## src/rtl/tgr_ram.sv

```systemverilog
// ----------------------------------------------------------------------------
// tgr_ram: generic single-write, single-read memory
// One write port and one read port; read data is registered.
// ----------------------------------------------------------------------------
module tgr_ram #(
  parameter int WIDTH = 8,
  parameter int DEPTH = 256
) (
  input  logic                     clk_i,
  input  logic                     we_i,
  input  logic [$clog2(DEPTH)-1:0] waddr_i,
  input  logic [WIDTH-1:0]         wdata_i,
  input  logic                     re_i,
  input  logic [$clog2(DEPTH)-1:0] raddr_i,
  output logic [WIDTH-1:0]         rdata_o
);

  logic [WIDTH-1:0] mem_q [DEPTH];
  logic [WIDTH-1:0] rdata_q;

  // Write port
  always_ff @(posedge clk_i) begin
    if (we_i) begin
      mem_q[waddr_i] <= wdata_i;
    end
  end

  // Registered read port
  always_ff @(posedge clk_i) begin
    if (re_i) begin
      rdata_q <= mem_q[raddr_i];
    end
  end

  assign rdata_o = rdata_q;

endmodule

```

## config.mk

```make
export PLATFORM = sky130hd
export DESIGN_NAME = tgr_ram
export DESIGN_NICKNAME = d
export VERILOG_FILES = /design/src/rtl/tgr_ram.sv
export SDC_FILE = /design/constraint.sdc
export NUM_CORES = 2
export LEC_CHECK = 0
export BUFFER_PORTS_ARGS = -buffer_cell sky130_fd_sc_hd__buf_4
export CAP_MARGIN = 20
export CORE_MARGIN = 10
export CORE_UTILIZATION = 55
export DETAILED_ROUTE_END_ITERATION = 12
export PLACE_DENSITY = 0.81
export RECOVER_POWER = 50
export SLEW_MARGIN = 40
export SYNTH_ARGS = -nofsm -noshare
export SYNTH_HDL_FRONTEND = slang
export SYNTH_SLANG_ARGS = --single-unit
```

## constraint.sdc

```tcl
create_clock -name clk_i -period 2.76 [get_ports clk_i]
set_clock_uncertainty 0.2 [all_clocks]
set_input_delay 0.138 -clock clk_i [delete_from_list [all_inputs] [get_ports clk_i]]
set_output_delay 0.138 -clock clk_i [all_outputs]
set_load 0.01 [all_outputs]
```

Word level (Yosys, flattened, before mapping)
Memory sizes are Yosys's and may differ from the RTL's. A register that Yosys moved wholly into a read port is not among the register bits.
Index checks and enable logic that the tools add are counted.

storage, ports and cells
  memory bits (writable) = 2,048
  flip-flop bits (word level) = 0
  logic and storage cells = 3
  memories kept = 1
  bits of input ports = 27

memory list
  memory  words  bits a word  rd ports  clocked after Yosys merged registers in  wr ports  line  RTL
  mem_q   256    8            1         1                                        1         18    logic [WIDTH-1:0] mem_q [DEPTH];

cells by class
  mux-type cells = 2

operators with widths
  operator           number
  1-bit two-way mux  2

Logic depth before layout (Yosys ltp)
  depth in word-level cells = 2
  depth in mapped cells = 11
  depth with buffers taken out = 6

Worst setup path after synthesis
Ideal clock, no wire load.

  kind = input port to flip-flop
  start = input port raddr_i[0]
  end = register rdata_q[2], in the netlist rdata_o[2], read port of mem_q, data pin
  data required time = 2,291 ps
  cell stages on the path = 9
  buffers on the path = 4
  arrival time = 1,945 ps
  setup time = 269 ps
  path slack = 346 ps
  cell sequence = buf_6 -> buf_12 -> buf_8 -> buf_2 -> mux4_2 -> a22oi_1 -> a21oi_1 -> nor4_1 -> nor4_2

RTL lines
  item                line  RTL
  start: declaration  14    input logic [$clog2(DEPTH)-1:0] raddr_i,
  end: declaration    19    logic [WIDTH-1:0] rdata_q;

==> results by stage <==
Clocking:
- At the later pin of the worst-skew pair, clock insertion delay measures 0.84 ns.
- TritonCTS built the clock tree.
- In this run the deepest clock path goes through 3 buffers.
- The total CTS buffers is 195.
- The post-CTS clock slew at the launch and capture registers of the worst setup and hold paths is 0.06 ns.
- The total clock sinks is 2056.
- In this run the clock root is driven by a clkbuf_16.
- The number of H-tree levels is 4.

Global route:
- For this run the aggregate overflow at the end of global routing stands at 0.
- The overall global routing resource usage is 0.261.
- Entering global routing, the biggest net connects ~130 pins.
- The number of global-route vias before repair came to around 44000.
- The global-route wire length before repair is 309000 um.
- The number of antenna violations at the first check in global routing is 10.

Outcome:
- The checks that failed: max-capacitance violations, max-slew violations, negative setup slack.
- The flow ran to the end, but the final reports show violations.

Die:
- The floorplan step defined a die boundary enclosing 0.160 sq mm.
- The initial core utilization is 0.554.
- The die width is 401 um.
- The top-level port count is 35.
- The row count is 139.
- The height of the die is 401 um.
- The region available for standard cell placement spans 0.144 sq mm.

Synth:
- The most used flip-flop cell after synthesis is edfxtp_1.
- Of the post-synthesis cell area, the dominant cell type holds 0.775.
- Sorting the synthesized cells by area gives the leading types as edfxtp_1, mux4_2, mux2i_1.
- The synthesized netlist occupies a cell area of 0.0796 sq mm.
- The net count after synthesis is 3760.
- The share of async-settable or async-resettable flops after synthesis is 0.
- The count of flip-flops with a built-in enable after synthesis is 2056.
- edfxtp_1 takes more of the synthesized area than any other cell.
- The cell count after synthesis is 3733.
- The average size of a mapped cell is 21.3 sq um.
- For this run, the number of Yosys warnings is 0.
- The register area share after synthesis is 0.775.
- Synthesis inferred 2056 register bits.
- Sorting the synthesized cells by how often they occur yields edfxtp_1, mux4_2, nor2_1, mux2i_1, a22oi_1.
- The post-synthesis cell type count is between 50 and 60.
- The most common cell in the synthesized netlist is edfxtp_1.

Layout:
- The final cell area excluding filler cells is 0.0925 sq mm.
- The number of standard cells in the final layout excluding fillers is approximately 6400.
- The number of nets at the end of the flow is 4366.
- The fraction of final layout cells with drive strength greater than 1 is 0.302.
- From synthesis to final layout, the design area changed by 16.1%.

STA:
- Once routing completed, OpenROAD measured the worst setup slack at -0.119 ns.
- The share of the cycle needed by the critical path after routing is 1.04.
- The setup TNS is -0.186 ns.
- The worst pin sits at a relative slew slack of -0.691.
- The clock period minus worst slack is 2.88 ns.
- The final-report max-slew violation count is between 700 and 800.
- Setup repair after global routing could not meet its margin everywhere.
- The final number of hold-violating endpoints is 0.
- The timing-limited maximum frequency is 347 MHz.
- The setup-violating endpoint count in the final report is 2.
- For the pin with the worst max-slew slack, the measured transition is 2.54 ns.

Worst setup path:
- The classification of the worst setup path is flip-flop to flip-flop.
- The worst path arrival time is 3.25 ns.
- The worst setup path is captured at a flip-flop.
- The data required time at the worst endpoint is 3.13 ns.
- The category of the worst setup path launch point is a flip-flop.
- The maximum fanout along the worst path is 1.

Routing:
- After detailed routing, the number of remaining DRC violations is 0.
- The number of nets with antenna violations after detailed routing is 0.
- The total vias in the final route is 43300.
- The count of routing violations after the opening detailed-route iteration is 7340.
- For this block, the routed nets add up to between 200000 and 250000 um of wire.
- For this run, the detailed router's first-pass iteration total came to 6.
- Using the TritonRoute via totals, the vias-per-cell ratio works out to 6.76.
- In the final routed layout, each cell accounts on average for 33.0 um.

Hold path:
- The kind of path behind the tightest hold check is input pin to flip-flop.

Pwr:
- The maximum VDD drop is 0.681 mV.
- For this design the static power due to leakage is between 20 and 30 nW.
- In this run the power density over the cells is 696 mW/mm^2.

Place:
- The total placed cells including tap cells is 6023.
- The final weighted congestion of routability-driven global placement is 0.913.
- The area after detailed placement is 0.0862 sq mm.
- The detailed placement HPWL is between 100000 and 150000 um.
- The number of buffer cells added on primary ports is 34.

Run:
- The max-cap violation count is 8.
==> registers in the layout (all words and copies together), names as in the netlist <==
register / count
mem_q: 2048
rdata_o: 8
==> power breakdown <==
| group | leakage, nW | switching [mW] | internal [mW] |
|---|---|---|---|
| Clock | 3.03 | 11.6 | 14.7 |
| Combinational | 8.27 | 2.19 | 1.36 |
| Sequential | 18.5 | 0.0634 | 34.5 |
==> worst paths after layout <==
path	from	endpoint	slack, ns	depth (start not counted)
setup / recovery	mem_q[87][4]	rdata_o[4]	-0.12	6
hold / removal	raddr_i[5]	rdata_o[6]	0.17	6
setup reg to reg	mem_q[87][4]	rdata_o[4]	-0.12	6
hold reg to reg	mem_q[40][6]	rdata_o[6]	1.05	6
==> layout by cell type (no fill, tap or decap), drive strengths merged, types with 4 or more instances in the layout <==
cell         instances
edfxtp            2056
buf                594
mux4               456
nor2               282
clkbuf             266
mux2i              134
a22oi              133
a21oi               96
clkinv              94
o221ai              47
nand3               34
nand2               33
nor2b               31
o22ai               28
nor4                27
dlygate4sd3         22
nor3                22
a211oi              16
bufinv              16
a221oi              14
o21ai               12
nand4               10
o211ai              10
nand2b               8
a22o                 8
inv                  7
and2                 6
o22a                 5
o32ai                5
a2111oi              5
or2                  4
==> area by class of cell <==
class	instances	area, sq um
antenna	3	7.51
clock inverter	116	1100
fill	8766	51200
timing repair buffer	642	5570
inverter	2	7.51
sequential	2056	61700
clock buffer	240	5110
tap	1903	2380
multi-input combinational	1442	16600
==> worst max-delay path, cell delays in order (launching register included) <==
cell and delay (ns):
edfxtp_1 0.43, mux4_2 0.53, mux4_2 0.57, nor2b_1 0.21
nor4_4 0.43, buf_4 0.20, nor4_1 0.04
==> what timing repair did <==
item	4_1_cts	5_1_grt
pin swaps	1	2
endpoints found under the hold margin	1558	0
resized for setup	8	3
hold buffers	22	0
buffers inserted	0	0
setup endpoints to repair	5	7
==> layer usage <==
metal  track usage  vias to the layer above  routed length, um
met5             0                        -                 81
met4         0.115                       14              11600
met3        0.0712                      742              28600
met2         0.415                     3722             102000
met1         0.337                    21900              69400
li1              -                    16900                  -
==> logic make-up (layout without fill, tap and decap cells) <==
logic type	count (synthesis)	in the layout	synth area share
flip-flops	2056	2056	0.775
AND/OR/NAND/NOR	466	466	0.0263
other	0	3	0
AO/OA/AOI/OAI	385	385	0.0342
multiplexers	591	591	0.146
buffers and inverters	235	1000	0.0183
==> per-stage QoR <==
stage / util / total power [mW] / setup WS, ns / hold slack [ns]
2_1_floorplan: - / 36.8 / 0.346 / 0.0369
3_3_place_gp: 0.600 / 38.4 / -0.780 / 0.274
3_5_place_dp: 0.600 / 38.5 / -0.746 / 0.272
4_1_cts: 0.645 / 64.4 / 0.0157 / 0.0653
5_1_grt: 0.644 / 65.7 / -0.100 / 0.189
6_report: 0.644 / 64.3 / -0.119 / 0.173
Power figures use the tool's default switching activity.
