### src/rtl/tgr_pkg.sv
// ----------------------------------------------------------------------------
// tgr_pkg: shared types and constants of the text-mode glyph rasterizer
// Geometry limits, function and register codes, and the records that pass
// from the front end to the back end.
// ----------------------------------------------------------------------------
package tgr_pkg;

  // Geometry
  localparam int CELL_HEIGHT       = 8;
  localparam int MAX_COLUMNS       = 80;
  localparam int MAX_TEXT_ROWS     = 64;
  localparam int DEFAULT_TEXT_ROWS = 25;
  localparam int GLYPH_COUNT       = 256;

  // Field widths
  localparam int FUNC_W  = 2;
  localparam int CODE_W  = 8;
  localparam int ROW_W   = 3;
  localparam int BITS_W  = 8;
  localparam int ATTR_W  = 8;
  localparam int NIB_W   = 4;
  localparam int PIX_W   = 32;
  localparam int SL_W    = 9;
  localparam int COL_W   = 7;
  localparam int CFG_W   = 7;
  localparam int CIDX_W  = 2;
  localparam int HGT_W   = CFG_W + ROW_W;

  // Font memory: both banks share one array, bank bit on top
  localparam int FONT_DEPTH  = 2 * GLYPH_COUNT * CELL_HEIGHT;
  localparam int FONT_ADDR_W = $clog2(FONT_DEPTH);

  // Result queue
  localparam int Q_DEPTH = 4;
  localparam int QPTR_W  = $clog2(Q_DEPTH);
  localparam int QCNT_W  = QPTR_W + 1;

  // Function codes
  localparam logic [FUNC_W-1:0] FUNC_LOAD_FIXED = 2'd0;
  localparam logic [FUNC_W-1:0] FUNC_LOAD_USER  = 2'd1;
  localparam logic [FUNC_W-1:0] FUNC_RENDER     = 2'd2;

  // Register indexes
  localparam logic [CIDX_W-1:0] CFG_COLUMNS   = 2'd0;
  localparam logic [CIDX_W-1:0] CFG_TEXT_ROWS = 2'd1;
  localparam logic [CIDX_W-1:0] CFG_FONT_BANK = 2'd2;

  // Render request, aligned with the font read data
  typedef struct packed {
    logic             valid;
    logic [NIB_W-1:0] fg;
    logic [NIB_W-1:0] bg;
    logic [SL_W-1:0]  sl;
    logic [COL_W-1:0] col;
    logic             le;
    logic             fe;
  } render_req_t;

  // One finished result
  typedef struct packed {
    logic [PIX_W-1:0] pix;
    logic [SL_W-1:0]  sl;
    logic [COL_W-1:0] col;
    logic             le;
    logic             fe;
  } result_t;

endpackage

### src/rtl/tgr_back.sv
// ----------------------------------------------------------------------------
// tgr_back: pixel expansion and result queue
// Turns a glyph row and attribute into eight colour indices and buffers the
// results until the output side takes them.
// ----------------------------------------------------------------------------
module tgr_back import tgr_pkg::*; (
  input  logic              clk_i,
  input  logic              rst_ni,
  input  render_req_t       req_i,
  input  logic [BITS_W-1:0] rdata_i,
  output logic [QCNT_W-1:0] q_count_o,
  output logic              out_valid_o,
  input  logic              out_ready_i,
  output result_t           result_o
);

  result_t           q_mem_q [Q_DEPTH];
  logic [QPTR_W-1:0] wr_ptr_q, rd_ptr_q;
  logic [QCNT_W-1:0] cnt_q, cnt_d;
  result_t           res_d;
  logic              push, pop;

  // Set bit picks foreground, clear bit background; bit 7 goes on top
  always_comb begin
    res_d = '0;
    for (int i = 0; i < BITS_W; i++) begin
      res_d.pix[i*NIB_W +: NIB_W] = rdata_i[i] ? req_i.fg : req_i.bg;
    end
    res_d.sl  = req_i.sl;
    res_d.col = req_i.col;
    res_d.le  = req_i.le;
    res_d.fe  = req_i.fe;
  end

  assign push = req_i.valid;
  assign pop  = out_valid_o && out_ready_i;

  always_comb begin
    cnt_d = cnt_q;
    if (push && !pop) begin
      cnt_d = cnt_q + QCNT_W'(1);
    end else if (pop && !push) begin
      cnt_d = cnt_q - QCNT_W'(1);
    end
  end

  // Queue pointers and count
  always_ff @(posedge clk_i or negedge rst_ni) begin
    if (!rst_ni) begin
      wr_ptr_q <= '0;
      rd_ptr_q <= '0;
      cnt_q    <= '0;
    end else begin
      if (push) begin
        wr_ptr_q <= wr_ptr_q + QPTR_W'(1);
      end
      if (pop) begin
        rd_ptr_q <= rd_ptr_q + QPTR_W'(1);
      end
      cnt_q <= cnt_d;
    end
  end

  // Queue storage
  always_ff @(posedge clk_i) begin
    if (push) begin
      q_mem_q[wr_ptr_q] <= res_d;
    end
  end

  assign q_count_o   = cnt_q;
  assign out_valid_o = (cnt_q != '0);
  assign result_o    = q_mem_q[rd_ptr_q];

endmodule
### config.mk
export PLATFORM = sky130hd
export DESIGN_NAME = tgr_back
export DESIGN_NICKNAME = d
export VERILOG_FILES = /design/src/rtl/tgr_pkg.sv /design/src/rtl/tgr_back.sv
export SDC_FILE = /design/constraint.sdc
export NUM_CORES = 1
export LEC_CHECK = 0
export BUFFER_PORTS_ARGS = -buffer_cell sky130_fd_sc_hd__buf_2
export CAP_MARGIN = 20
export CORE_MARGIN = 2
export CORE_UTILIZATION = 62
export DETAILED_ROUTE_END_ITERATION = 7
export GPL_ROUTABILITY_DRIVEN = 0
export PLACE_DENSITY_LB_ADDON = 0.12
export SLEW_MARGIN = 0
export SYNTH_ARGS = -nofsm -noshare
export SYNTH_HDL_FRONTEND = slang
export SYNTH_SLANG_ARGS = --single-unit
### constraint.sdc
create_clock -name clk_i -period 4.8 [get_ports clk_i]
set_input_delay 0.24 -clock clk_i [delete_from_list [all_inputs] [get_ports clk_i]]
set_output_delay 0.24 -clock clk_i [all_outputs]
set_load 0.05 [all_outputs]
* After elaboration in Yosys (flattened, before gate mapping)
Memory sizes are Yosys's and may differ from the RTL's.
Index checks and enable logic that the tools add are counted.
** Storage, ports and cells
- Register bits after elaboration :: 7
- Bits in writable memories :: 200
- Input port bits :: 38
- Output and inout port bits :: 54
- Logic and storage cells :: 27
- Memories :: 1
** Memory list
- q_mem_q :: depth 4, bits a word 50, read ports 1, clocked after memory_dff 0, wr ports 1, line tgr_back.sv:17 : result_t q_mem_q [Q_DEPTH];
** Cells by class
- $add $sub $neg :: 4
- Mux-type cells :: 12
- Reductions and logical operators :: 7
** Operators with widths (number)
- two-way mux 4 bit :: 8
- two-way mux 3 bit :: 2
- adder 2 x 1 -> 2 bit, second input constant :: 2
- adder 3 x 1 -> 3 bit, second input constant :: 1
- logical AND 1 bit :: 3
- nonzero test 3 bit :: 1
- subtractor 3 x 1 -> 3 bit, second input constant :: 1
- logical NOT 1 bit :: 2
- two-way mux 1 bit :: 2
- nonzero test 2 bit :: 1

* Depth between registers and ports, before layout
Gate-level depths: netlist of the first run.
- Depth after elaboration :: 5
- Depth in mapped cells :: 8

* Least setup slack after synthesis of the first run
OpenSTA, ideal clock, no wires.
- Kind :: flip-flop to flip-flop
- From :: register cnt_q[0], in the netlist q_count_o[0]
- To :: register cnt_q[2], in the netlist q_count_o[2]
- Setup time :: 82 ps
- Arrival :: 2462 ps
- Data required time :: 4718 ps
- Path slack :: 2256 ps
- Cell stages (with the launch flop) :: 9
- Path buffers :: 0
- Cells stage by stage :: dfrtp_1 -> or3_1 -> nand2_1 -> ha_1 -> inv_1 -> fa_1 -> xor2_1 -> nor2_1 -> xor2_1
** On the way
- Word-level cells in the longest chain between the ends :: 5
** Ends and longest elaborated chain
- start, declared :: line tgr_back.sv:19 : logic [QCNT_W-1:0] cnt_q, cnt_d;
- start signal, assigned :: line tgr_back.sv:60 : cnt_q <= cnt_d;
- nonzero test 3 bit (*) :: line tgr_back.sv:72 : assign out_valid_o = (cnt_q != '0);
- named net out_valid_o :: line tgr_back.sv:12 : output logic out_valid_o,
- logical AND 1 bit (*) :: line tgr_back.sv:36 : assign pop = out_valid_o && out_ready_i;
- logical NOT 1 bit :: line tgr_back.sv:40 : if (push && !pop) begin
- logical AND 1 bit :: line tgr_back.sv:40
- two-way mux 3 bit or nonzero test 2 bit (tied branches)
The timed path passes the listed nets; every way through them passes the cells marked *. The select of a mux whose other input is x is not followed.
A chain may end at the register's enable or synchronous reset.

==> impl_metrics.json, run 1 <==
{
  "synth_top_family_by_area": "multiplexers",
  "clk_pin_slew_worst_paths_ns": 0.06,
  "cts_setup_buffers": 0,
  "cts_tree": "built",
  "via_count": 3690,
  "syn_nets": 371,
  "grt_setup_unrepaired": "no",
  "cp_cell_sequence": "buf_16 -> mux4_2 -> buf_2",
  "avgRoutedWirePerCell_microns": 22.1,
  "p_int_w": 0.00393,
  "cp_max_fo": 34,
  "clkSinkCount": 207,
  "finalHoldViolCount": 0,
  "hold_class": "in2reg",
  "worstSkewPairLatency_ns": 0.47,
  "place_worst_setup_slack_ns": 2.51,
  "dr_wl_met2_microns": 7210,
  "drv_cap": 0,
  "seqCellArea_sq_mm": 0.00619,
  "maxSlewViolCount": 0,
  "cp.required_ns": 4.56,
  "cts_resized": 0,
  "power.leakage_nw": 3.23,
  "grt_use_total_pct": 20.6,
  "synthesis.area_sq_mm": 0.00803,
  "max_freq_mhz": 392,
  "dp_hpwl_microns": 7790,
  "wl_microns": 14000,
  "ys_warn_count": 0,
  "rows": 41,
  "port_buffers": 91,
  "area_delta_synth_final_pct": 16.9,
  "async_flop_share_pct": 3.38,
  "synth.area.top_cells": "edfxtp_1 (75%), mux4_2 (13%), mux2_2 (4.6%)",
  "cts_root_buffer": "clkbuf_16",
  "holdBufCountCts": 17,
  "path_buf_inv": 2,
  "yosys.area_share.xor_xnor_pct": 0.655,
  "pwr-share-clk_pct": 21.7,
  "p_sw_w": 0.00244,
  "critPathTopFamily": "flip-flops",
  "seq_power_share_pct": 39.8,
  "fin_crit_ns": 2.55,
  "end_kind": "output port",
  "critPathSlowestCell": "dfrtp_4",
  "ys_ff_latch": 207,
  "swShare_pct": 38.3,
  "start_util_pct": 63.6,
  "routed-wl-met3_microns": 856,
  "worstPathArrival_ns": 2.31,
  "criticalPathCategory": "reg2out",
  "worst_slack_ns": 2.25,
  "tightest_slew_ns": 0.761,
  "multi_input_comb_area_sq_mm": 0.00170,
  "status": "finished, final reports clean",
  "ios": 92,
  "p_total_w": 0.00637,
  "setup_tns_ns": 0,
  "n_fill_cell": 738,
  "crit_path_start": "rd_ptr_q[0]",
  "ys_types": 20,
  "postRouteAntennaNets": 0,
  "maxSlewHeadroom_pct": 49.3,
  "cp-start-kind": "flop",
  "top_layer": "met4",
  "first_global_vias": 3869,
  "synth_most_common_cell": "edfxtp_1",
  "hp-start": "req_i[11]",
  "synth_top_area_share_pct": 74.8,
  "grt_max_degree": 53,
  "synth_simple_gate_area_share_pct": 0.592,
  "finalSetupViolCount": 0,
  "ys.flop_type": "edfxtp_1",
  "dieArea_sq_mm": 0.0139,
  "drt_iter0_markers": 244,
  "synth_cells": 327,
  "vdd_drop_max_v": 0.000475,
  "wl_met1_microns": 5770,
  "drc": 0,
  "p_comb_share_pct": 38.5,
  "drive_gt1_share_pct": 46.0,
  "fin_nets": 495,
  "vias_per_cell": 5.82,
  "numCtsBuffers": 20,
  "cts.path.max_buffers": 3,
  "core-area_sq_mm": 0.0126,
  "yosysTopAreaCell": "edfxtp_1",
  "grt_pass1_wl_microns": 21600,
  "die_h_microns": 118,
  "antenna_found_initial": 1,
  "synthAdderAreaFrac_pct": 1.03,
  "r2r_start": "q_count_o[0]",
  "p_per_area_mw_per_mm2": 679,
  "htreeDepth": 1,
  "dr.pass1.iters": 5,
  "synth-edff-count": 200,
  "synth.mux.area_fraction_pct": 18.8,
  "fin_crit_sh_pct": 53.1,
  "yosysSeqAreaShare_pct": 77.0,
  "slowest_delay_ns": 0.67,
  "die_width_microns": 118,
  "synthTopCellsByCount": "edfxtp_1 (200), mux4_2 (48), mux2_2 (33)",
  "grt_overflow": 0,
  "synth_compound_area_share_pct": 0.0624,
  "synth.avg_cell_area_sq_um": 24.5,
  "finClkSkew_ns": 0.00492
}
[layer usage]
metal,GRT usage (%),vias to the layer above
met3,4.22,17
met4,4.67,0
met1,28.8,1927
met5,0,-
li1,-,1627
met2,34.4,119
[power by group through the flow]
stage / Clock [W] / Sequential (W) / Combinational, W
detailed placement: 0 / 0.00266 / 0.00236
finish: 0.00138 / 0.00254 / 0.00245
global placement: 0 / 0.00264 / 0.00235
floorplan: 0 / 0.00253 / 0.00205
global route: 0.00147 / 0.00258 / 0.00257
CTS: 0.00141 / 0.00263 / 0.00237
[cell type report]
class,count,share of cell area (%)
flip-flops and latches,207,65.9
multi-input cells,105,18.1
repair buffers,114,7.36
clock buffers,23,5.68
well taps,172,2.29
clock inverters,9,0.480
inverters,3,0.120
diodes,1,0.0267
[state kept, by name, summed over array words and instances (netlist names)]
name       flops
rd_ptr_q       2
wr_ptr_q       2
q_count_o      3
q_mem_q      200
[cells in the final DEF (no fill, tap or decap), types with 3 or more instances in the layout]
master	n
inv_1	3
mux2_2	33
dfrtp_1	5
buf_2	91
mux4_2	48
xor2_1	3
ha_1	5
clkbuf_16	21
dlygate4sd3_1	17
edfxtp_1	200
and2_2	4
clkinv_2	6
buf_4	5
xnor2_1	3
[cell families after synthesis]
group,after synthesis
simple gates,9
compound gates,1
flops,207
xor+xnor,6
fa+ha+maj,6
buf+inv,15
mux,83
[worst register-to-register path, cell delays in order, from the launching register on]
cell,delay (ns)
dfrtp_1,0.43
or3_1,0.42
nand2_1,0.12
ha_1,0.19
inv_1,0.06
fa_1,0.37
xor2_1,0.16
nor2_1,0.14
xor2_1,0.17
[final timing paths]
check | endpoint | slack [ns] | cells past startpoint
hold reg to reg | q_count_o[2] | 0.50 | 1
min in group asynchronous | q_count_o[1] | 0.13 | 2
setup / recovery | result_o[11] | 2.25 | 3
max in group asynchronous | rd_ptr_q[0] | 4.48 | 2
hold / removal | q_mem_q[2][11] | 0.01 | 1
setup reg to reg | q_count_o[2] | 2.67 | 8
[through the flow]
step	utilization, %	cell area, sq um	instances	hold slack [ns]
floorplan	-	8030	327	-0.0556
global placement	68.2	8600	583	0.0883
detailed placement	68.2	8600	583	0.0945
CTS	74.1	9350	632	0.00148
global route	74.3	9380	633	0.00761
finish	74.3	9380	634	0.0133
Power figures use the tool's default switching activity.
==> inputs of run 2 (changes only) <==
CORE_UTILIZATION = 58   (was 62)
clock period = 2.45 ns   (was 4.8 ns; I/O delays follow)
==> impl_metrics.json, run 2 (same netlist as run 1, synthesis figures left out) <==
{
  "worst_slack_ns": 0.230,
  "layout_commonest_cell": "edfxtp_1",
  "critPathSlowestCell": "dfrtp_4",
  "via_count": 3713,
  "hold_class": "in2async",
  "p_per_area_mw_per_mm2": 1340,
  "grt_pass1_wl_microns": 21600,
  "diodes": 0,
  "endpoint": "result_o[2]",
  "vdd_drop_max_v": 0.000817,
  "dieArea_sq_mm": 0.0148,
  "avgRoutedWirePerCell_microns": 22.1,
  "ios": 92,
  "n_fill_cell": 821,
  "die_width_microns": 122,
  "cts_resized": 0,
  "fin_crit_ns": 2.22,
  "vias_per_cell": 5.69,
  "regMostFlops": "q_mem_q",
  "numCtsBuffers": 21,
  "wl_microns": 14400,
  "rows": 42,
  "cts_tree": "built",
  "power.leakage_nw": 3.32,
  "worstSkewPairLatency_ns": 0.48,
  "cp.depth": 3,
  "grt_max_degree": 45,
  "largest_reg_flops": 200,
  "clkSinkCount": 207,
  "htreeDepth": 1,
  "worstPathArrival_ns": 2.10,
  "area_delta_synth_final_pct": 19.5,
  "criticalPathCategory": "reg2out",
  "port_buffers": 91,
  "drv_cap": 0,
  "slowest_delay_ns": 0.58,
  "layout.cells.most_common_list": "edfxtp_1 (200), buf_2 (91), mux4_2 (48), mux2_2 (33)",
  "r2r-end": "q_count_o[2]",
  "fin_nets": 507,
  "critPathTopFamily": "flip-flops",
  "finClkSkew_ns": 0.00741,
  "cp.required_ns": 2.33,
  "r2r_cells": 8,
  "grt_overflow": 0,
  "cp-start-kind": "flop",
  "maxSlewHeadroom_pct": 67.2,
  "tightest_slew_ns": 0.492,
  "dr.pass1.iters": 6,
  "antenna_found_initial": 0,
  "final_util_pct": 71.6,
  "setup_tns_ns": 0,
  "end_kind": "output port",
  "die_h_microns": 122,
  "fin_crit_sh_pct": 90.6,
  "maxSlewViolCount": 0,
  "drt_iter0_markers": 275,
  "grt_use_total_pct": 19.9,
  "dp_hpwl_microns": 8490,
  "hold_ws_ns": 0.0111,
  "drc": 0,
  "start_util_pct": 59.9,
  "crit_path_start": "rd_ptr_q[0]",
  "place_worst_setup_slack_ns": 0.333,
  "grt_setup_unrepaired": "no",
  "postRouteAntennaNets": 0,
  "core-area_sq_mm": 0.0134,
  "path_buf_inv": 2,
  "first_global_vias": 3815,
  "finalSetupViolCount": 0,
  "drive_gt1_share_pct": 47.1,
  "cts_root_buffer": "clkbuf_16",
  "cts.path.max_buffers": 3,
  "cp_max_fo": 12,
  "finalHoldViolCount": 0,
  "regToRegSetupSlack_ns": 0.35,
  "cp_cell_sequence": "buf_4 -> mux4_2 -> buf_2",
  "status": "finished, final reports clean",
  "max_freq_mhz": 451,
  "r2r_start": "q_count_o[0]",
  "clk_pin_slew_worst_paths_ns": 0.06
}
run 2: changes by cell type in the layout (fill, tap and decap cells not counted):
cell | previous run | this run
diode_2 | 1 | 0
buf_4 | 5 | 6
or3_1 | 1 | 0
dlygate4sd3_1 | 17 | 21
buf_12 | 0 | 6
bufinv_16 | 0 | 1
clkbuf_1 | 2 | 1
buf_16 | 1 | 0
or3_4 | 0 | 1
clkinvlp_4 | 1 | 2
clkinv_2 | 6 | 8
buf_8 | 0 | 1
clkinv_1 | 2 | 3
run 2: area by class of cell:
class	instances	area (sq um)	share of cell area, %
clock buffer	22	529	5.52
clock inverter	14	96.3	1.00
inverter	3	11.3	0.117
multi-input combinational	105	1700	17.8
sequential	207	6190	64.5
tap	176	220	2.30
timing repair buffer	125	846	8.82
run 2: worst min-delay path by stage:
stage                       from           end  slack [ns]  cells past startpoint
after floorplan           rst_ni  q_count_o[0]       -0.17                      0
after global placement    rst_ni  q_count_o[0]       -0.04                      1
after detailed placement  rst_ni  q_count_o[0]       -0.03                      1
after CTS                 rst_ni   wr_ptr_q[0]      0.0001                      2
after global routing      rst_ni   wr_ptr_q[1]        0.02                      2
final                     rst_ni   wr_ptr_q[0]        0.01                      2
run 2: timing repair:
action,in CTS,in global routing
setup buffers,0,1
endpoints found under the hold margin,83,0
hold buffers,21,0
setup endpoints to repair,0,7
run 2: worst register-to-register path: stages, from the launching register on:
cell and delay, ns:
dfrtp_1 0.43, or3_4 0.41, nand2_1 0.11, ha_1 0.20, inv_1 0.06, fa_1 0.37, xor2_1 0.17, nor2_1 0.12
xor2_1 0.15
run 2: per-stage QoR:
| step | instance area [sq um] | total power [W] | std cells |
|---|---|---|---|
| global route | 9590 | 0.0134 | 652 |
| floorplan | 8030 | 0.00900 | 327 |
| detailed placement | 8740 | 0.0101 | 594 |
| global placement | 8740 | 0.00997 | 594 |
| finish | 9590 | 0.0129 | 652 |
| CTS | 9580 | 0.0130 | 651 |
run 2: power by group:
group          internal, W  total, W  switching, W
Sequential         0.00467   0.00493      0.000265
Clock              0.00167   0.00290       0.00123
Combinational      0.00162   0.00504       0.00342
Total              0.00795    0.0129       0.00492
run 2: layer usage:
layer	share of wire, %	track usage [%]	vias to the layer above
met5	0	0	-
met4	2.1	5.39	0
met3	5.5	3.70	24
met2	50	32.5	108
met1	43	28.2	1929
li1	-	-	1652
