==> config.mk <==
export PLATFORM = sky130hd
export DESIGN_NAME = tgr_front
export DESIGN_NICKNAME = d
export VERILOG_FILES = /design/src/rtl/tgr_pkg.sv /design/src/rtl/tgr_front.sv
export SDC_FILE = /design/constraint.sdc
export NUM_CORES = 1
export LEC_CHECK = 0
export BUFFER_PORTS_ARGS = -buffer_cell sky130_fd_sc_hd__clkbuf_2
export CAP_MARGIN = 20
export CORE_ASPECT_RATIO = 0.5
export CORE_MARGIN = 5
export CORE_UTILIZATION = 57
export CTS_BUF_LIST = sky130_fd_sc_hd__clkbuf_2
export DETAILED_ROUTE_END_ITERATION = 8
export HOLD_SLACK_MARGIN = 0.06
export MAX_ROUTING_LAYER = met4
export PLACE_DENSITY = 0.88
export SLEW_MARGIN = 5
export SYNTH_ARGS = -nofsm -noshare
export SYNTH_HDL_FRONTEND = slang
export SYNTH_SLANG_ARGS = --single-unit
==> constraint.sdc <==
create_clock -name clk_i -period 10.7 [get_ports clk_i]
set_input_delay 1.605 -clock clk_i [delete_from_list [all_inputs] [get_ports clk_i]]
set_output_delay 1.605 -clock clk_i [all_outputs]
set_load 0.02 [all_outputs]
==> src/rtl/tgr_pkg.sv <==
// ----------------------------------------------------------------------------
// tgr_pkg: shared types and constants of the text-mode glyph rasterizer
// Geometry limits, function and register codes, and the records that pass
// from the front end to the back end.
// ----------------------------------------------------------------------------
package tgr_pkg;

  // Geometry
  localparam int CELL_HEIGHT       = 8;
  localparam int MAX_COLUMNS       = 80;
  localparam int MAX_TEXT_ROWS     = 64;
  localparam int DEFAULT_TEXT_ROWS = 25;
  localparam int GLYPH_COUNT       = 256;

  // Field widths
  localparam int FUNC_W  = 2;
  localparam int CODE_W  = 8;
  localparam int ROW_W   = 3;
  localparam int BITS_W  = 8;
  localparam int ATTR_W  = 8;
  localparam int NIB_W   = 4;
  localparam int PIX_W   = 32;
  localparam int SL_W    = 9;
  localparam int COL_W   = 7;
  localparam int CFG_W   = 7;
  localparam int CIDX_W  = 2;
  localparam int HGT_W   = CFG_W + ROW_W;

  // Font memory: both banks share one array, bank bit on top
  localparam int FONT_DEPTH  = 2 * GLYPH_COUNT * CELL_HEIGHT;
  localparam int FONT_ADDR_W = $clog2(FONT_DEPTH);

  // Result queue
  localparam int Q_DEPTH = 4;
  localparam int QPTR_W  = $clog2(Q_DEPTH);
  localparam int QCNT_W  = QPTR_W + 1;

  // Function codes
  localparam logic [FUNC_W-1:0] FUNC_LOAD_FIXED = 2'd0;
  localparam logic [FUNC_W-1:0] FUNC_LOAD_USER  = 2'd1;
  localparam logic [FUNC_W-1:0] FUNC_RENDER     = 2'd2;

  // Register indexes
  localparam logic [CIDX_W-1:0] CFG_COLUMNS   = 2'd0;
  localparam logic [CIDX_W-1:0] CFG_TEXT_ROWS = 2'd1;
  localparam logic [CIDX_W-1:0] CFG_FONT_BANK = 2'd2;

  // Render request, aligned with the font read data
  typedef struct packed {
    logic             valid;
    logic [NIB_W-1:0] fg;
    logic [NIB_W-1:0] bg;
    logic [SL_W-1:0]  sl;
    logic [COL_W-1:0] col;
    logic             le;
    logic             fe;
  } render_req_t;

  // One finished result
  typedef struct packed {
    logic [PIX_W-1:0] pix;
    logic [SL_W-1:0]  sl;
    logic [COL_W-1:0] col;
    logic             le;
    logic             fe;
  } result_t;

endpackage

==> src/rtl/tgr_front.sv <==
// ----------------------------------------------------------------------------
// tgr_front: input decode, configuration and raster position tracking
// Loads go straight to the font memory; render items advance the column and
// scanline counters, issue a font read and hand a request to the back end.
// ----------------------------------------------------------------------------
module tgr_front import tgr_pkg::*; (
  input  logic                   clk_i,
  input  logic                   rst_ni,
  // configuration
  input  logic                   cfg_valid_i,
  output logic                   cfg_ready_o,
  input  logic [CIDX_W-1:0]      cfg_index_i,
  input  logic [CFG_W-1:0]       cfg_data_i,
  // input items
  input  logic                   in_valid_i,
  output logic                   in_ready_o,
  input  logic [FUNC_W-1:0]      func_i,
  input  logic [CODE_W-1:0]      glyph_code_i,
  input  logic [ROW_W-1:0]       glyph_row_i,
  input  logic [BITS_W-1:0]      glyph_bits_i,
  input  logic [CODE_W-1:0]      char_code_i,
  input  logic [ATTR_W-1:0]      attribute_i,
  // queue occupancy from the back end
  input  logic [QCNT_W-1:0]      q_count_i,
  // font memory
  output logic                   ram_we_o,
  output logic [FONT_ADDR_W-1:0] ram_waddr_o,
  output logic [BITS_W-1:0]      ram_wdata_o,
  output logic                   ram_re_o,
  output logic [FONT_ADDR_W-1:0] ram_raddr_o,
  // request to the back end
  output render_req_t            req_o
);

  logic [CFG_W-1:0] columns_q, text_rows_q;
  logic             font_bank_q;
  logic [COL_W-1:0] col_q, col_d;
  logic [SL_W-1:0]  sl_q, sl_d;
  logic             req_valid_q;
  render_req_t      meta_q, meta_d;

  logic [CFG_W-1:0] cols_eff, rows_eff;
  logic [HGT_W-1:0] height;
  logic [COL_W-1:0] col_cur;
  logic [SL_W-1:0]  sl_cur;
  logic             le, fe;
  logic             accept, render_go, load_go;
  logic [QCNT_W:0]  in_flight;

  // Configuration registers, to be written only while idle; the block itself does not enforce this
  assign cfg_ready_o = 1'b1;

  always_ff @(posedge clk_i or negedge rst_ni) begin
    if (!rst_ni) begin
      columns_q   <= CFG_W'(MAX_COLUMNS);
      text_rows_q <= CFG_W'(DEFAULT_TEXT_ROWS);
      font_bank_q <= 1'b0;
    end else if (cfg_valid_i) begin
      case (cfg_index_i)
        CFG_COLUMNS:   columns_q   <= cfg_data_i;
        CFG_TEXT_ROWS: text_rows_q <= cfg_data_i;
        CFG_FONT_BANK: font_bank_q <= cfg_data_i[0];
        default: ;
      endcase
    end
  end

  // Effective geometry: zero or oversize columns and oversize rows fall back to limits, zero rows to the default
  always_comb begin
    if (columns_q == '0 || {1'b0, columns_q} > (CFG_W+1)'(MAX_COLUMNS)) begin
      cols_eff = CFG_W'(MAX_COLUMNS);
    end else begin
      cols_eff = columns_q;
    end
    if (text_rows_q == '0) begin
      rows_eff = CFG_W'(DEFAULT_TEXT_ROWS);
    end else if ({1'b0, text_rows_q} > (CFG_W+1)'(MAX_TEXT_ROWS)) begin
      rows_eff = CFG_W'(MAX_TEXT_ROWS);
    end else begin
      rows_eff = text_rows_q;
    end
    height = {rows_eff, {ROW_W{1'b0}}};
  end

  // Credit check: queue entries plus the request in the read stage
  assign in_flight  = {1'b0, q_count_i} + (QCNT_W+1)'(req_valid_q);
  assign in_ready_o = in_flight < (QCNT_W+1)'(Q_DEPTH);

  assign accept    = in_valid_i && in_ready_o;
  assign render_go = accept && (func_i == FUNC_RENDER);
  assign load_go   = accept && (func_i == FUNC_LOAD_FIXED || func_i == FUNC_LOAD_USER);

  // Position of this cell; stale counters beyond the geometry wrap to zero
  always_comb begin
    col_cur = ({1'b0, col_q} >= {1'b0, cols_eff}) ? '0 : col_q;
    sl_cur  = ({1'b0, sl_q} >= height) ? '0 : sl_q;
    le      = ({1'b0, col_cur} == ({1'b0, cols_eff} - 8'd1));
    fe      = le && ({1'b0, sl_cur} == (height - HGT_W'(1)));
    if (le) begin
      col_d = '0;
      sl_d  = fe ? '0 : sl_cur + SL_W'(1);
    end else begin
      col_d = col_cur + COL_W'(1);
      sl_d  = sl_cur;
    end
  end

  always_ff @(posedge clk_i or negedge rst_ni) begin
    if (!rst_ni) begin
      col_q <= '0;
      sl_q  <= '0;
    end else if (render_go) begin
      col_q <= col_d;
      sl_q  <= sl_d;
    end
  end

  // Font memory access
  assign ram_we_o    = load_go;
  assign ram_waddr_o = {func_i[0], glyph_code_i, glyph_row_i};
  assign ram_wdata_o = glyph_bits_i;
  assign ram_re_o    = render_go;
  assign ram_raddr_o = {font_bank_q, char_code_i, sl_cur[ROW_W-1:0]};

  // Read stage: request metadata is registered along with the font read, so both arrive together
  always_comb begin
    meta_d       = '0;
    meta_d.valid = 1'b1;
    meta_d.fg    = attribute_i[NIB_W-1:0];
    meta_d.bg    = attribute_i[ATTR_W-1:NIB_W];
    meta_d.sl    = sl_cur;
    meta_d.col   = col_cur;
    meta_d.le    = le;
    meta_d.fe    = fe;
  end

  always_ff @(posedge clk_i or negedge rst_ni) begin
    if (!rst_ni) begin
      req_valid_q <= 1'b0;
    end else begin
      req_valid_q <= render_go;
    end
  end

  always_ff @(posedge clk_i) begin
    if (render_go) begin
      meta_q <= meta_d;
    end
  end

  always_comb begin
    req_o       = meta_q;
    req_o.valid = req_valid_q;
  end

endmodule

### Word level (Yosys, flattened, before mapping)

Cells that the tools add are included.

* register bits: 58
* output and inout bits: 63

* add/sub/neg operators: 5
* order comparisons: 5
* eq/ne operators: 6
* muxes and demuxes: 8
* reduce and logical (&&, ||, !) cells: 13

Operator list (count)
* $mux 7: 5
* $mux 9: 3
* $gt 7x7->1 const B: 2
* $logic_not 7->1: 2
* $eq 9x10->1: 1
* $ge 9x10->1: 1
* $sub 10x1->10 const B: 1
* $add 9x1->9 const B: 1
* $eq 7x8->1: 1
* $sub 7x1->8 const B: 1
* $add 7x1->7 const B: 1
* $ge 7x7->1: 1
* $reduce_and 2->1: 3
* $add 3x1->4: 1
* $eq 2x1->1 const B: 2
* $eq 2x2->1 const B: 2
* $logic_and 1x1->1: 4
* $logic_not 2->1: 2
* $lt 4x3->1 const B: 1
* $logic_or 1x1->1: 2

### Depth between registers and ports, before layout

Gate-level depths: netlist of run 1.

* depth in word-level cells: 9
* mapped depth: 20
* depth with buffers taken out: 18

### Worst setup path before layout of run 1

Ideal clock, no wire load.

* path kind: input to output
* start: input port q_count_i[0]
* end: output port ram_re_o
* arrival time: 3.074 ns
* required time: 9.095 ns
* setup slack: 6.021 ns
* cell stages on the path: 3
* path buffers: 0
* cells stage by stage: a31oi_1 -> nand4b_1 -> clkinv_1

* word-level cells in the longest chain between the ends: 4

Ends and longest elaborated chain
* start: declaration: line tgr_front.sv:24 `input logic [QCNT_W-1:0] q_count_i,`
* $add 3x1->4: line tgr_front.sv:86 `assign in_flight = {1'b0, q_count_i} + (QCNT_W+1)'(req_valid_q);`
* $lt 4x3->1: line tgr_front.sv:87 `assign in_ready_o = in_flight < (QCNT_W+1)'(Q_DEPTH);`
* $logic_and 1x1->1: line tgr_front.sv:89 `assign accept = in_valid_i && in_ready_o;`
* $logic_and 1x1->1: line tgr_front.sv:90 `assign render_go = accept && (func_i == FUNC_RENDER);`
* end: declaration: line tgr_front.sv:29 `output logic ram_re_o,`

Every way passes these cells.

### Worst setup path after layout of run 1

* start: register text_rows_q[1]
* end: output port ram_raddr_o[1]

* word-level cells in the longest chain between the ends: 5
* elaborated cells on any way between the ends: 6

Ends and longest elaborated chain
* start: declaration: line tgr_front.sv:35 `logic [CFG_W-1:0] columns_q, text_rows_q;`
* start signal: assignment: line tgr_front.sv:56 `text_rows_q <= CFG_W'(DEFAULT_TEXT_ROWS);`
* start signal: assignment: line tgr_front.sv:61 `CFG_TEXT_ROWS: text_rows_q <= cfg_data_i;`
* $gt 7x7->1: line tgr_front.sv:77 `end else if ({1'b0, text_rows_q} > (CFG_W+1)'(MAX_TEXT_ROWS)) begin`
* $mux 7: line tgr_front.sv:77
* $mux 7 (*): line tgr_front.sv:75 `if (text_rows_q == '0) begin`
* $ge 9x10->1 (*): line tgr_front.sv:96 `sl_cur = ({1'b0, sl_q} >= height) ? '0 : sl_q;`
* $mux 9 (*): line tgr_front.sv:96
* end: declaration: line tgr_front.sv:30 `output logic [FONT_ADDR_W-1:0] ram_raddr_o,`

Mark *: on every way between the ends. The rest lies on a longest branch, timed or not.

==> impl_metrics.csv, run 1 <==
group,metric,value,unit
worst_setup_path,reg2reg_from,"text_rows_q[1]$_DFFE_PN0P_",
floorplan,coreArea,6131,sq um
global_route,grt_max_degree,37,
global_route,grt_overflow,0,
clock_tree,cts.hold.buffers_added,0,
routing,wire_per_inst,16.81,um
final_layout,final_nets,454,
power_and_ir_drop,swShare,0.3966,
worst_setup_path,critPathLaunch,"text_rows_q[1]$_DFFE_PN0P_",
sta,fmax,178.5,MHz
power_and_ir_drop,p_switching,279.9,uW
sta,setup_tns,0,ns
worst_setup_path,reg2regPathDepth,18,
sta,slew_headroom,0.4512,
power_and_ir_drop,pwr-share-comb,0.385,
routing,drtAntennaViolNets,0,
worst_setup_path,setup.worst_path.end_class,"primary output",
min_path,hp-start,"font_bank_q$_DFFE_PN0P_",
final_layout,layout-drive-gt1-share,0.2769,
placed_design,place_area,3744,sq um
worst_setup_path,crit_slowest_cell,"a31oi_1",
worst_setup_path,regToRegSetupSlack,5.33,ns
sta,setup_viol,0,
worst_setup_path,worstPathArrival,4.00,ns
global_route,track_usage,0.2117,
power_and_ir_drop,seq_power_share,0.430,
routing,drc_errors,0,
sta,report.final.slew_viol_count,0,
worst_setup_path,crit_type,"flop to primary output",
placed_design,gp_congestion,0.9408,
clock_tree,cts_tree,"done",
status,run_status,"finished clean",
global_route,grt_pass1_vias,2668,
routing,vias,2876,
worst_setup_path,required,9.10,ns
worst_setup_path,path_cells,"nor4_1 -> a21oi_1 -> nor2_1 -> ha_1 -> or4b_2 -> a211oi_1 -> a211o_1 -> a31o_2 -> a31oi_1 -> and2_1 -> clkbuf_2",
clock_tree,cts_buffer_depth,2,
floorplan,num_rows,20,
yosys,synthArstFlopShare,0.5517,
yosys,synth_cells,356,
power_and_ir_drop,power_leakage,0.001608,uW
yosys,syn_area,3633,sq um
yosys,ys_top_cells_by_area,"edfxtp_1, dfrtp_1, buf_4, ha_1, mux2_2",
placed_design,port_buffers,60,
floorplan,ioPinCount,116,
clock_tree,path_clk_slew,0.17,ns
clock_tree,cts_resized,0,
routing,via_per_inst,6.017,
yosys,synth.largest_area_cell,"edfxtp_1",
clock_tree,cts_setup_buffers,0,
global_route,antenna_found_initial,0,
clock_tree,cts_buffers,9,
worst_setup_path,start_kind,"flop",
floorplan,start_util,0.5927,
floorplan,fp.dieArea,8168,sq um
yosys,yosysMostFrequentCell,"buf_4",
sta,hold_viol,0,
sta,layout_min_cycle_time,5.601,ns
yosys,synth.avg_cell_area,10.21,sq um
yosys,synth_cell_types,64,
routing,drt_iter0_markers,305,
min_path,hold-path-cell-count,1,
yosys,synthTopCellsByCount,"buf_4, dfrtp_1, edfxtp_1, nand2_1, nor2_1",
final_layout,diodes,0,
run,cap_violations,0,
clock_tree,clk_latency,0.48,ns
final_layout,syn_to_final_growth,6.061,%
sta,worstMarginPinSlew,0.8194,ns
yosys,synthDominantCellAreaShare,0.2149,
routing,firstDrtPassIters,5,
yosys,synth_nets,425,
yosys,ys_seq_area_frac,0.4370,
sta,finalCritPeriodShare,0.5235,
worst_setup_path,cp_max_fo,12,
clock_tree,clock_sinks,58,
worst_setup_path,critPathMaxStageDelay,0.63,ns
yosys,synth_edf_count,26,
final_layout,stdcell_area,3854,sq um
clock_tree,root_buffer,"clkbuf_2",
sta,skew,0.01444,ns
clock_tree,htreeDepth,3,
yosys,synth_ff_type,"dfrtp_1",
worst_setup_path,reg2reg_to,"sl_q[4]$_DFFE_PN0P_",
sta,rsz0062_at_grt,"false",
floorplan,chipHeight,66.46,um
final_layout,n_fill_cell,469,
placed_design,dp_hpwl,5.879,mm
power_and_ir_drop,clkPwrFrac,0.185,
min_path,whs_endpoint,"font_bank_q$_DFFE_PN0P_",
yosys,ys_ff_latch,58,
power_and_ir_drop,ir_drop,113.5,uV
power_and_ir_drop,intPower,425.8,uW
min_path,hold_class,"flop to flop",
power_and_ir_drop,powerDensity,183.1,nW/um^2
yosys,yosys_warnings,0,
global_route,grt_pass1_wl,13.03,mm
floorplan,fp.dieW,122.9,um
routing,routed_wl,8.034,mm
[final cells by class]
type	instances	area (sq um)	share of cell area
multi-input cells	238	1678	0.4354
flip-flops and latches	58	1588	0.4120
repair buffers	62	312.8	0.08117
well taps	88	110.1	0.02857
clock inverters	7	60.06	0.01558
inverters	16	60.06	0.01558
clock buffers	9	45.04	0.01169
[power groups by stage]
stage | combinational, uW | sequential [uW] | clock [uW]
floorplan | 232 | 294 | 0
global placement | 260 | 305 | 0
detailed placement | 266 | 306 | 0
CTS | 269 | 302 | 132
global route | 304 | 308 | 145
finish | 272 | 304 | 130
[metrics by stage]
| stage | utilization | instances | worst slack [ns] | hold slack [ns] | power (uW) |
|---|---|---|---|---|---|
| global route | 0.6286 | 478 | 4.698 | 0.5487 | 756.1 |
| CTS | 0.6278 | 477 | 5.072 | 0.5291 | 702.7 |
| detailed placement | 0.6106 | 461 | 5.399 | 0.4934 | 572.0 |
| finish | 0.6286 | 478 | 5.099 | 0.5276 | 705.7 |
| floorplan | - | 356 | 6.021 | 0.4806 | 526.3 |
| global placement | 0.6106 | 461 | 5.703 | 0.4863 | 565.4 |
[placed cells by master, fill, tap and decap left out, types with 3 or more instances in the layout]
cell      instances
a211oi_1          3
o211a_1           3
nand3b_1          3
nor2_1           19
xor2_1            3
clkbuf_2         69
nand2b_1          5
nor3_1            8
dfstp_2           5
or4_1             4
o211ai_1          7
clkinv_1          3
and3_1            3
a31oi_1           7
edfxtp_1         26
nand4_1           6
nand2_1          26
clkinv_2          3
mux2_2           12
or3_1             3
o31ai_1           3
xnor2_1           8
and2_1           10
inv_1            15
a21oi_1          16
nand3_1           8
o21ai_0          17
ha_1             16
dfrtp_1          27
nor4_1            4
o21a_1            4
[kinds of logic (layout without fill, tap and decap cells)]
logic type / after synthesis / after routing / synth area share
and+or+nand+nor: 113 / 113 / 0.1711
AOI/OAI and AO/OA: 85 / 85 / 0.1708
buffers and inverters: 60 / 94 / 0.1012
DFF: 58 / 58 / 0.4370
adders and majority gates: 16 / 16 / 0.05510
muxes: 12 / 12 / 0.03719
xor gates and xnor gates: 11 / 11 / 0.02652
other: 1 / 1 / 0.001032
[critical path: cells and delay by family (launching register included)]
| family | cells | cell delay, ns |
|---|---|---|
| AO/OA/AOI/OAI | 5 | 1.38 |
| adder cells (fa/ha/maj) | 1 | 0.27 |
| buffers and inverters | 1 | 0.19 |
| flip-flops | 1 | 0.46 |
| AND/OR/NAND/NOR | 4 | 1.23 |
[sequential cells by signal, summed over array words and instances (netlist names)]
name and count:
col_q 7, columns_q 7, font_bank_q 1, req_o 26
req_valid_q 1, sl_q 9, text_rows_q 7
[per-layer routing]
| layer | GRT usage | up-vias | part of all wire |
|---|---|---|---|
| li1 | - | 1353 | - |
| met1 | 0.2426 | 1351 | 0.40 |
| met2 | 0.3474 | 136 | 0.48 |
| met3 | 0.06870 | 36 | 0.091 |
| met4 | 0.08926 | 0 | 0.025 |
| met5 | - | - | 0 |
[worst max-delay path by stage]
| stage | to | slack [ns] | cells after the start |
|---|---|---|---|
| 2_1_floorplan | ram_re_o | 6.02 | 3 |
| 3_3_place_gp | sl_q[5]$_DFFE_PN0P_ | 5.70 | 18 |
| 3_5_place_dp | sl_q[4]$_DFFE_PN0P_ | 5.40 | 18 |
| 4_1_cts | ram_raddr_o[1] | 5.07 | 11 |
| 5_1_grt | ram_raddr_o[1] | 4.70 | 11 |
| 6_report | ram_raddr_o[1] | 5.10 | 11 |
Power figures use the tool's default switching activity.
==> run 2: changes to the inputs <==
Settings changed: CORE_UTILIZATION 57 to 53, PLACE_DENSITY 0.88 to 0.83.
Clock period 10.7 ns to 5.4 ns, I/O delays scaled along.
==> impl_metrics.csv, run 2 (synthesis gave the netlist of run 1 again) <==
group,metric,value,unit
worst_setup_path,crit_type,"flop to flop",
run,cap_violations,0,
final_layout,post-route-util,0.5838,
clock_tree,cts_buffer_depth,2,
global_route,grt_pass1_wl,12.72,mm
routing,via_per_inst,5.778,
worst_setup_path,path_cells,"nor4_2 -> a21oi_1 -> nor2_1 -> ha_1 -> or4b_2 -> a211oi_1 -> a211o_1 -> a31o_2 -> a31oi_1 -> and2_1 -> ha_1 -> o211ai_1 -> a21oi_1 -> nand3_1 -> a2111oi_2 -> a41oi_1 -> o311a_1 -> a221o_1",
sta,setup_tns,0,ns
power_and_ir_drop,power_leakage,0.001621,uW
routing,wire_per_inst,16.23,um
final_layout,final_cell_mix,"clkbuf_2, dfrtp_1, nand2_1, edfxtp_1, nor2_1",
sta,layout_min_cycle_time,4.890,ns
power_and_ir_drop,powerDensity,371.9,nW/um^2
worst_setup_path,critPathMaxStageDelay,0.51,ns
sta,setup_slack,0.5099,ns
clock_tree,clock_sinks,58,
clock_tree,cts.hold.buffers_added,0,
worst_setup_path,cp_max_fo,6,
routing,vias,2791,
placed_design,gp_congestion,0.9832,
placed_design,port_buffers,60,
sta,finalCritPeriodShare,0.9056,
routing,firstDrtPassIters,5,
placed_design,dp_hpwl,5.825,mm
global_route,track_usage,0.1935,
global_route,antenna_found_initial,0,
worst_setup_path,setup.worst_path.end_class,"flop",
final_layout,n_fill_cell,581,
final_layout,syn_to_final_growth,7.231,%
clock_tree,cts_setup_buffers,0,
sta,hold_viol,0,
final_layout,largest_reg_flops,26,
worst_setup_path,worstPathArrival,5.27,ns
sta,fmax,204.5,MHz
worst_setup_path,regToRegSetupSlack,0.51,ns
floorplan,fp.dieArea,8712,sq um
floorplan,fp.dieW,127.1,um
global_route,grt_max_degree,33,
routing,drt_iter0_markers,264,
sta,worstMarginPinSlew,0.9017,ns
min_path,hold_class,"primary input to asynchronous set/reset pin",
floorplan,chipHeight,68.55,um
floorplan,coreArea,6674,sq um
power_and_ir_drop,ir_drop,146.7,uV
sta,setup_viol,0,
global_route,grt_overflow,0,
final_layout,diodes,0,
clock_tree,cts_tree,"done",
global_route,grt_pass1_vias,2579,
placed_design,dp_slack,0.4821,ns
sta,skew,0.03149,ns
routing,drtAntennaViolNets,0,
routing,routed_wl,7.840,mm
floorplan,start_util,0.5444,
clock_tree,htreeDepth,3,
worst_setup_path,crit_slowest_cell,"a2111oi_2",
final_layout,final_nets,455,
routing,drc_errors,0,
final_layout,final_common_cell,"clkbuf_2",
final_layout,layout-drive-gt1-share,0.2788,
sta,report.final.slew_viol_count,0,
sta,rsz0062_at_grt,"false",
clock_tree,clk_latency,0.50,ns
status,run_status,"finished clean",
worst_setup_path,start_kind,"flop",
floorplan,num_rows,21,
sta,slew_headroom,0.3951,
floorplan,ioPinCount,116,
clock_tree,root_buffer,"clkbuf_2",
clock_tree,cts_buffers,9,
worst_setup_path,required,5.78,ns
clock_tree,path_clk_slew,0.19,ns
run 2: changes by cell type in the layout (fill, tap and decap cells not counted), sizes merged:
cell,previous run,this run
bufinv,1,2
clkinv,6,5
buf,2,3
run 2: report_power, final:
part           total [uW]  switching [uW]  internal, uW
combinational         539             316           222
sequential            600            76.3           523
clock                 311             163           148
total                1450             556           893
run 2: per-layer routing:
layer | routed length (um) | global-route usage
met1 | 3307 | 0.2361
met2 | 3653 | 0.3112
met3 | 635 | 0.05231
met4 | 244 | 0.08289
met5 | 0 | -
run 2: layout make-up:
cell class,count,area [sq um],share of cell area
inverters,16,60.06,0.01541
multi-input cells,238,1684,0.4322
clock buffers,9,45.04,0.01156
clock inverters,7,83.83,0.02152
repair buffers,63,320.3,0.08221
flip-flops and latches,58,1588,0.4075
well taps,92,115.1,0.02954
run 2: final timing paths:
path,start,cells past startpoint,to
worst max-delay path,text_rows_q[1]$_DFFE_PN0P_,18,sl_q[5]$_DFFE_PN0P_
worst min-delay path,rst_ni,1,sl_q[2]$_DFFE_PN0P_
worst max register to register,text_rows_q[1]$_DFFE_PN0P_,18,sl_q[5]$_DFFE_PN0P_
worst min register to register,font_bank_q$_DFFE_PN0P_,1,font_bank_q$_DFFE_PN0P_
max in group asynchronous,rst_ni,1,col_q[4]$_DFFE_PN0P_
min in group clk_i,attribute_i[2],1,req_o[24]$_DFFE_PP_
run 2: critical path: cells and delay by family (launching register included):
| family | cells | cell delay [ns] |
|---|---|---|
| adders and majority gates | 2 | 0.52 |
| and+or+nand+nor | 5 | 1.19 |
| DFF | 1 | 0.48 |
| AOI/OAI and AO/OA | 11 | 2.59 |
run 2: timing repair:
action | in CTS | in global routing
setup endpoints to repair | 0 | 2
gates resized for setup | 0 | 1
hold endpoints to repair | 0 | 0
run 2: stage by stage:
step | instance area, sq um | hold WS [ns] | std cells | total power, uW
after global routing | 3896 | 0.4086 | 483 | 1550
after detailed placement | 3756 | 0.4990 | 466 | 1137
after global placement | 3756 | 0.4872 | 466 | 1123
after floorplan | 3633 | 0.4806 | 356 | 1043
after CTS | 3885 | 0.3712 | 482 | 1450
final | 3896 | 0.3760 | 483 | 1449
==> run 3: changes to the inputs <==
Settings changed: BUFFER_PORTS_ARGS -buffer_cell sky130_fd_sc_hd__clkbuf_2 to not set, CORE_UTILIZATION 53 to 65, DONT_BUFFER_PORTS set to 1, GPL_TIMING_DRIVEN set to 0, PLACE_DENSITY 0.83 to 0.81.
==> impl_metrics.csv, run 3 (synthesis gave the netlist of run 1 again) <==
group,metric,value,unit
sta,worstMarginPinSlew,0.7268,ns
routing,via_per_inst,6.388,
sta,report.final.slew_viol_count,0,
sta,skew,0.03013,ns
floorplan,fp.dieW,115.7,um
routing,wire_per_inst,19.21,um
power_and_ir_drop,powerDensity,368.3,nW/um^2
sta,hold_viol,0,
final_layout,final_cell_mix,"buf_4, dfrtp_1, nand2_1, edfxtp_1, nor2_1",
sta,slew_headroom,0.5122,
floorplan,coreArea,5444,sq um
placed_design,dp_hpwl,6.241,mm
power_and_ir_drop,power_leakage,0.001562,uW
placed_design,port_buffers,0,
sta,layout_min_cycle_time,5.152,ns
routing,drt_iter0_markers,353,
final_layout,n_fill_cell,381,
global_route,grt_max_degree,28,
final_layout,final_nets,440,
sta,finalCritPeriodShare,0.9540,
worst_setup_path,crit_type,"flop to flop",
final_layout,multiInputGateArea,1705,sq um
run,cap_violations,0,
power_and_ir_drop,ir_drop,235.8,uV
min_path,hold_class,"primary input to asynchronous set/reset pin",
floorplan,fp.dieArea,7276,sq um
final_layout,diodes,0,
final_layout,syn_to_final_growth,7.989,%
global_route,antenna_found_initial,0,
worst_setup_path,start_kind,"flop",
global_route,track_usage,0.2487,
clock_tree,root_buffer,"clkbuf_2",
worst_setup_path,cp_max_fo,10,
placed_design,gp_congestion,0.9018,
clock_tree,cts_tree,"done",
global_route,grt_overflow,0,
clock_tree,clock_sinks,58,
clock_tree,cts_setup_buffers,0,
worst_setup_path,setup.worst_path.end_class,"flop",
clock_tree,htreeDepth,3,
clock_tree,clk_latency,0.49,ns
placed_design,place_area,3752,sq um
floorplan,start_util,0.6674,
final_layout,seq_area,1588,sq um
floorplan,chipHeight,62.87,um
final_layout,final_common_cell,"buf_4",
routing,routed_wl,8.624,mm
clock_tree,cts_buffer_depth,2,
status,run_status,"finished clean",
routing,drc_errors,0,
worst_setup_path,required,5.78,ns
floorplan,num_rows,19,
floorplan,ioPinCount,116,
routing,drtAntennaViolNets,0,
final_layout,largest_reg_flops,26,
sta,fmax,194.1,MHz
clock_tree,cts_buffers,9,
sta,setup_tns,0,ns
final_layout,layout-drive-gt1-share,0.2314,
final_layout,stdcell_area,3924,sq um
routing,vias,2868,
worst_setup_path,worstPathArrival,5.53,ns
routing,firstDrtPassIters,5,
clock_tree,path_clk_slew,0.15,ns
global_route,grt_pass1_vias,2795,
sta,setup_viol,0,
global_route,grt_pass1_wl,13.90,mm
run 3: layer usage:
layer / GRT usage / vias up / wire length [um] / part of all wire
met5: - / - / 0 / 0
met4: 0.07815 / 0 / 166 / 0.019
met3: 0.08221 / 20 / 834 / 0.097
met2: 0.3876 / 172 / 4191 / 0.49
met1: 0.3088 / 1352 / 3431 / 0.40
li1: - / 1324 / - / -
run 3: what timing repair did:
item | CTS | global route
endpoints found under the setup margin | 2 | 7
resized for setup | 1 | 4
hold buffers | 1 | 1
gates cloned | 0 | 0
hold endpoints to repair | 27 | 4
pin swaps | 0 | 1
run 3: final timing paths:
| check | from | to | slack, ns | cells after the start |
|---|---|---|---|---|
| max | text_rows_q[1]$_DFFE_PN0P_ | sl_q[5]$_DFFE_PN0P_ | 0.25 | 19 |
| min | rst_ni | text_rows_q[3]$_DFFE_PN1P_ | 0.15 | 0 |
| max reg2reg | text_rows_q[1]$_DFFE_PN0P_ | sl_q[5]$_DFFE_PN0P_ | 0.25 | 19 |
| min reg2reg | font_bank_q$_DFFE_PN0P_ | font_bank_q$_DFFE_PN0P_ | 0.54 | 1 |
| max in group asynchronous | rst_ni | columns_q[3]$_DFFE_PN0P_ | 4.49 | 2 |
| min in group clk_i | attribute_i[5] | req_o[19]$_DFFE_PP_ | 0.41 | 0 |
run 3: through the flow:
step	cells	hold WS (ns)	util	worst slack (ns)	power (uW)
global placement	429	0.4890	0.6842	-0.01787	1130
finish	449	0.1487	0.7208	0.2483	1445
global route	449	0.07212	0.7208	-0.02209	1544
CTS	447	0.08696	0.7150	0.06200	1431
floorplan	356	0.4806	-	0.8545	1043
detailed placement	430	0.5068	0.6893	-0.03181	1163
run 3: report_power, final:
group	switching (uW)	internal (uW)	total [uW]
Combinational	344	237	582
Clock	159	105	264
Sequential	75.9	524	600
run 3: area by class of cell:
| type | instances | area share |
|---|---|---|
| multi-input cells | 238 | 0.4346 |
| clock inverters | 6 | 0.01467 |
| clock buffers | 10 | 0.01276 |
| inverters | 16 | 0.01531 |
| repair buffers | 4 | 0.01594 |
| flip-flops and latches | 58 | 0.4047 |
| plain buffers | 44 | 0.07876 |
| well taps | 73 | 0.02328 |
run 3: worst max-delay path, stage by stage, from the launching register on:
cell and delay, ns:
dfrtp_1 0.49, nor4_4 0.36, a21oi_1 0.14, nor2_1 0.23, ha_1 0.27, or4b_2 0.20, a211oi_1 0.09, a211o_1 0.30
a31o_2 0.25, a31oi_1 0.33, clkbuf_2 0.28, and2_1 0.21, ha_1 0.26, o211ai_1 0.12, a21oi_1 0.15, nand3_1 0.15
a2111oi_4 0.40, a41oi_1 0.31, o311a_1 0.23, a221o_1 0.27
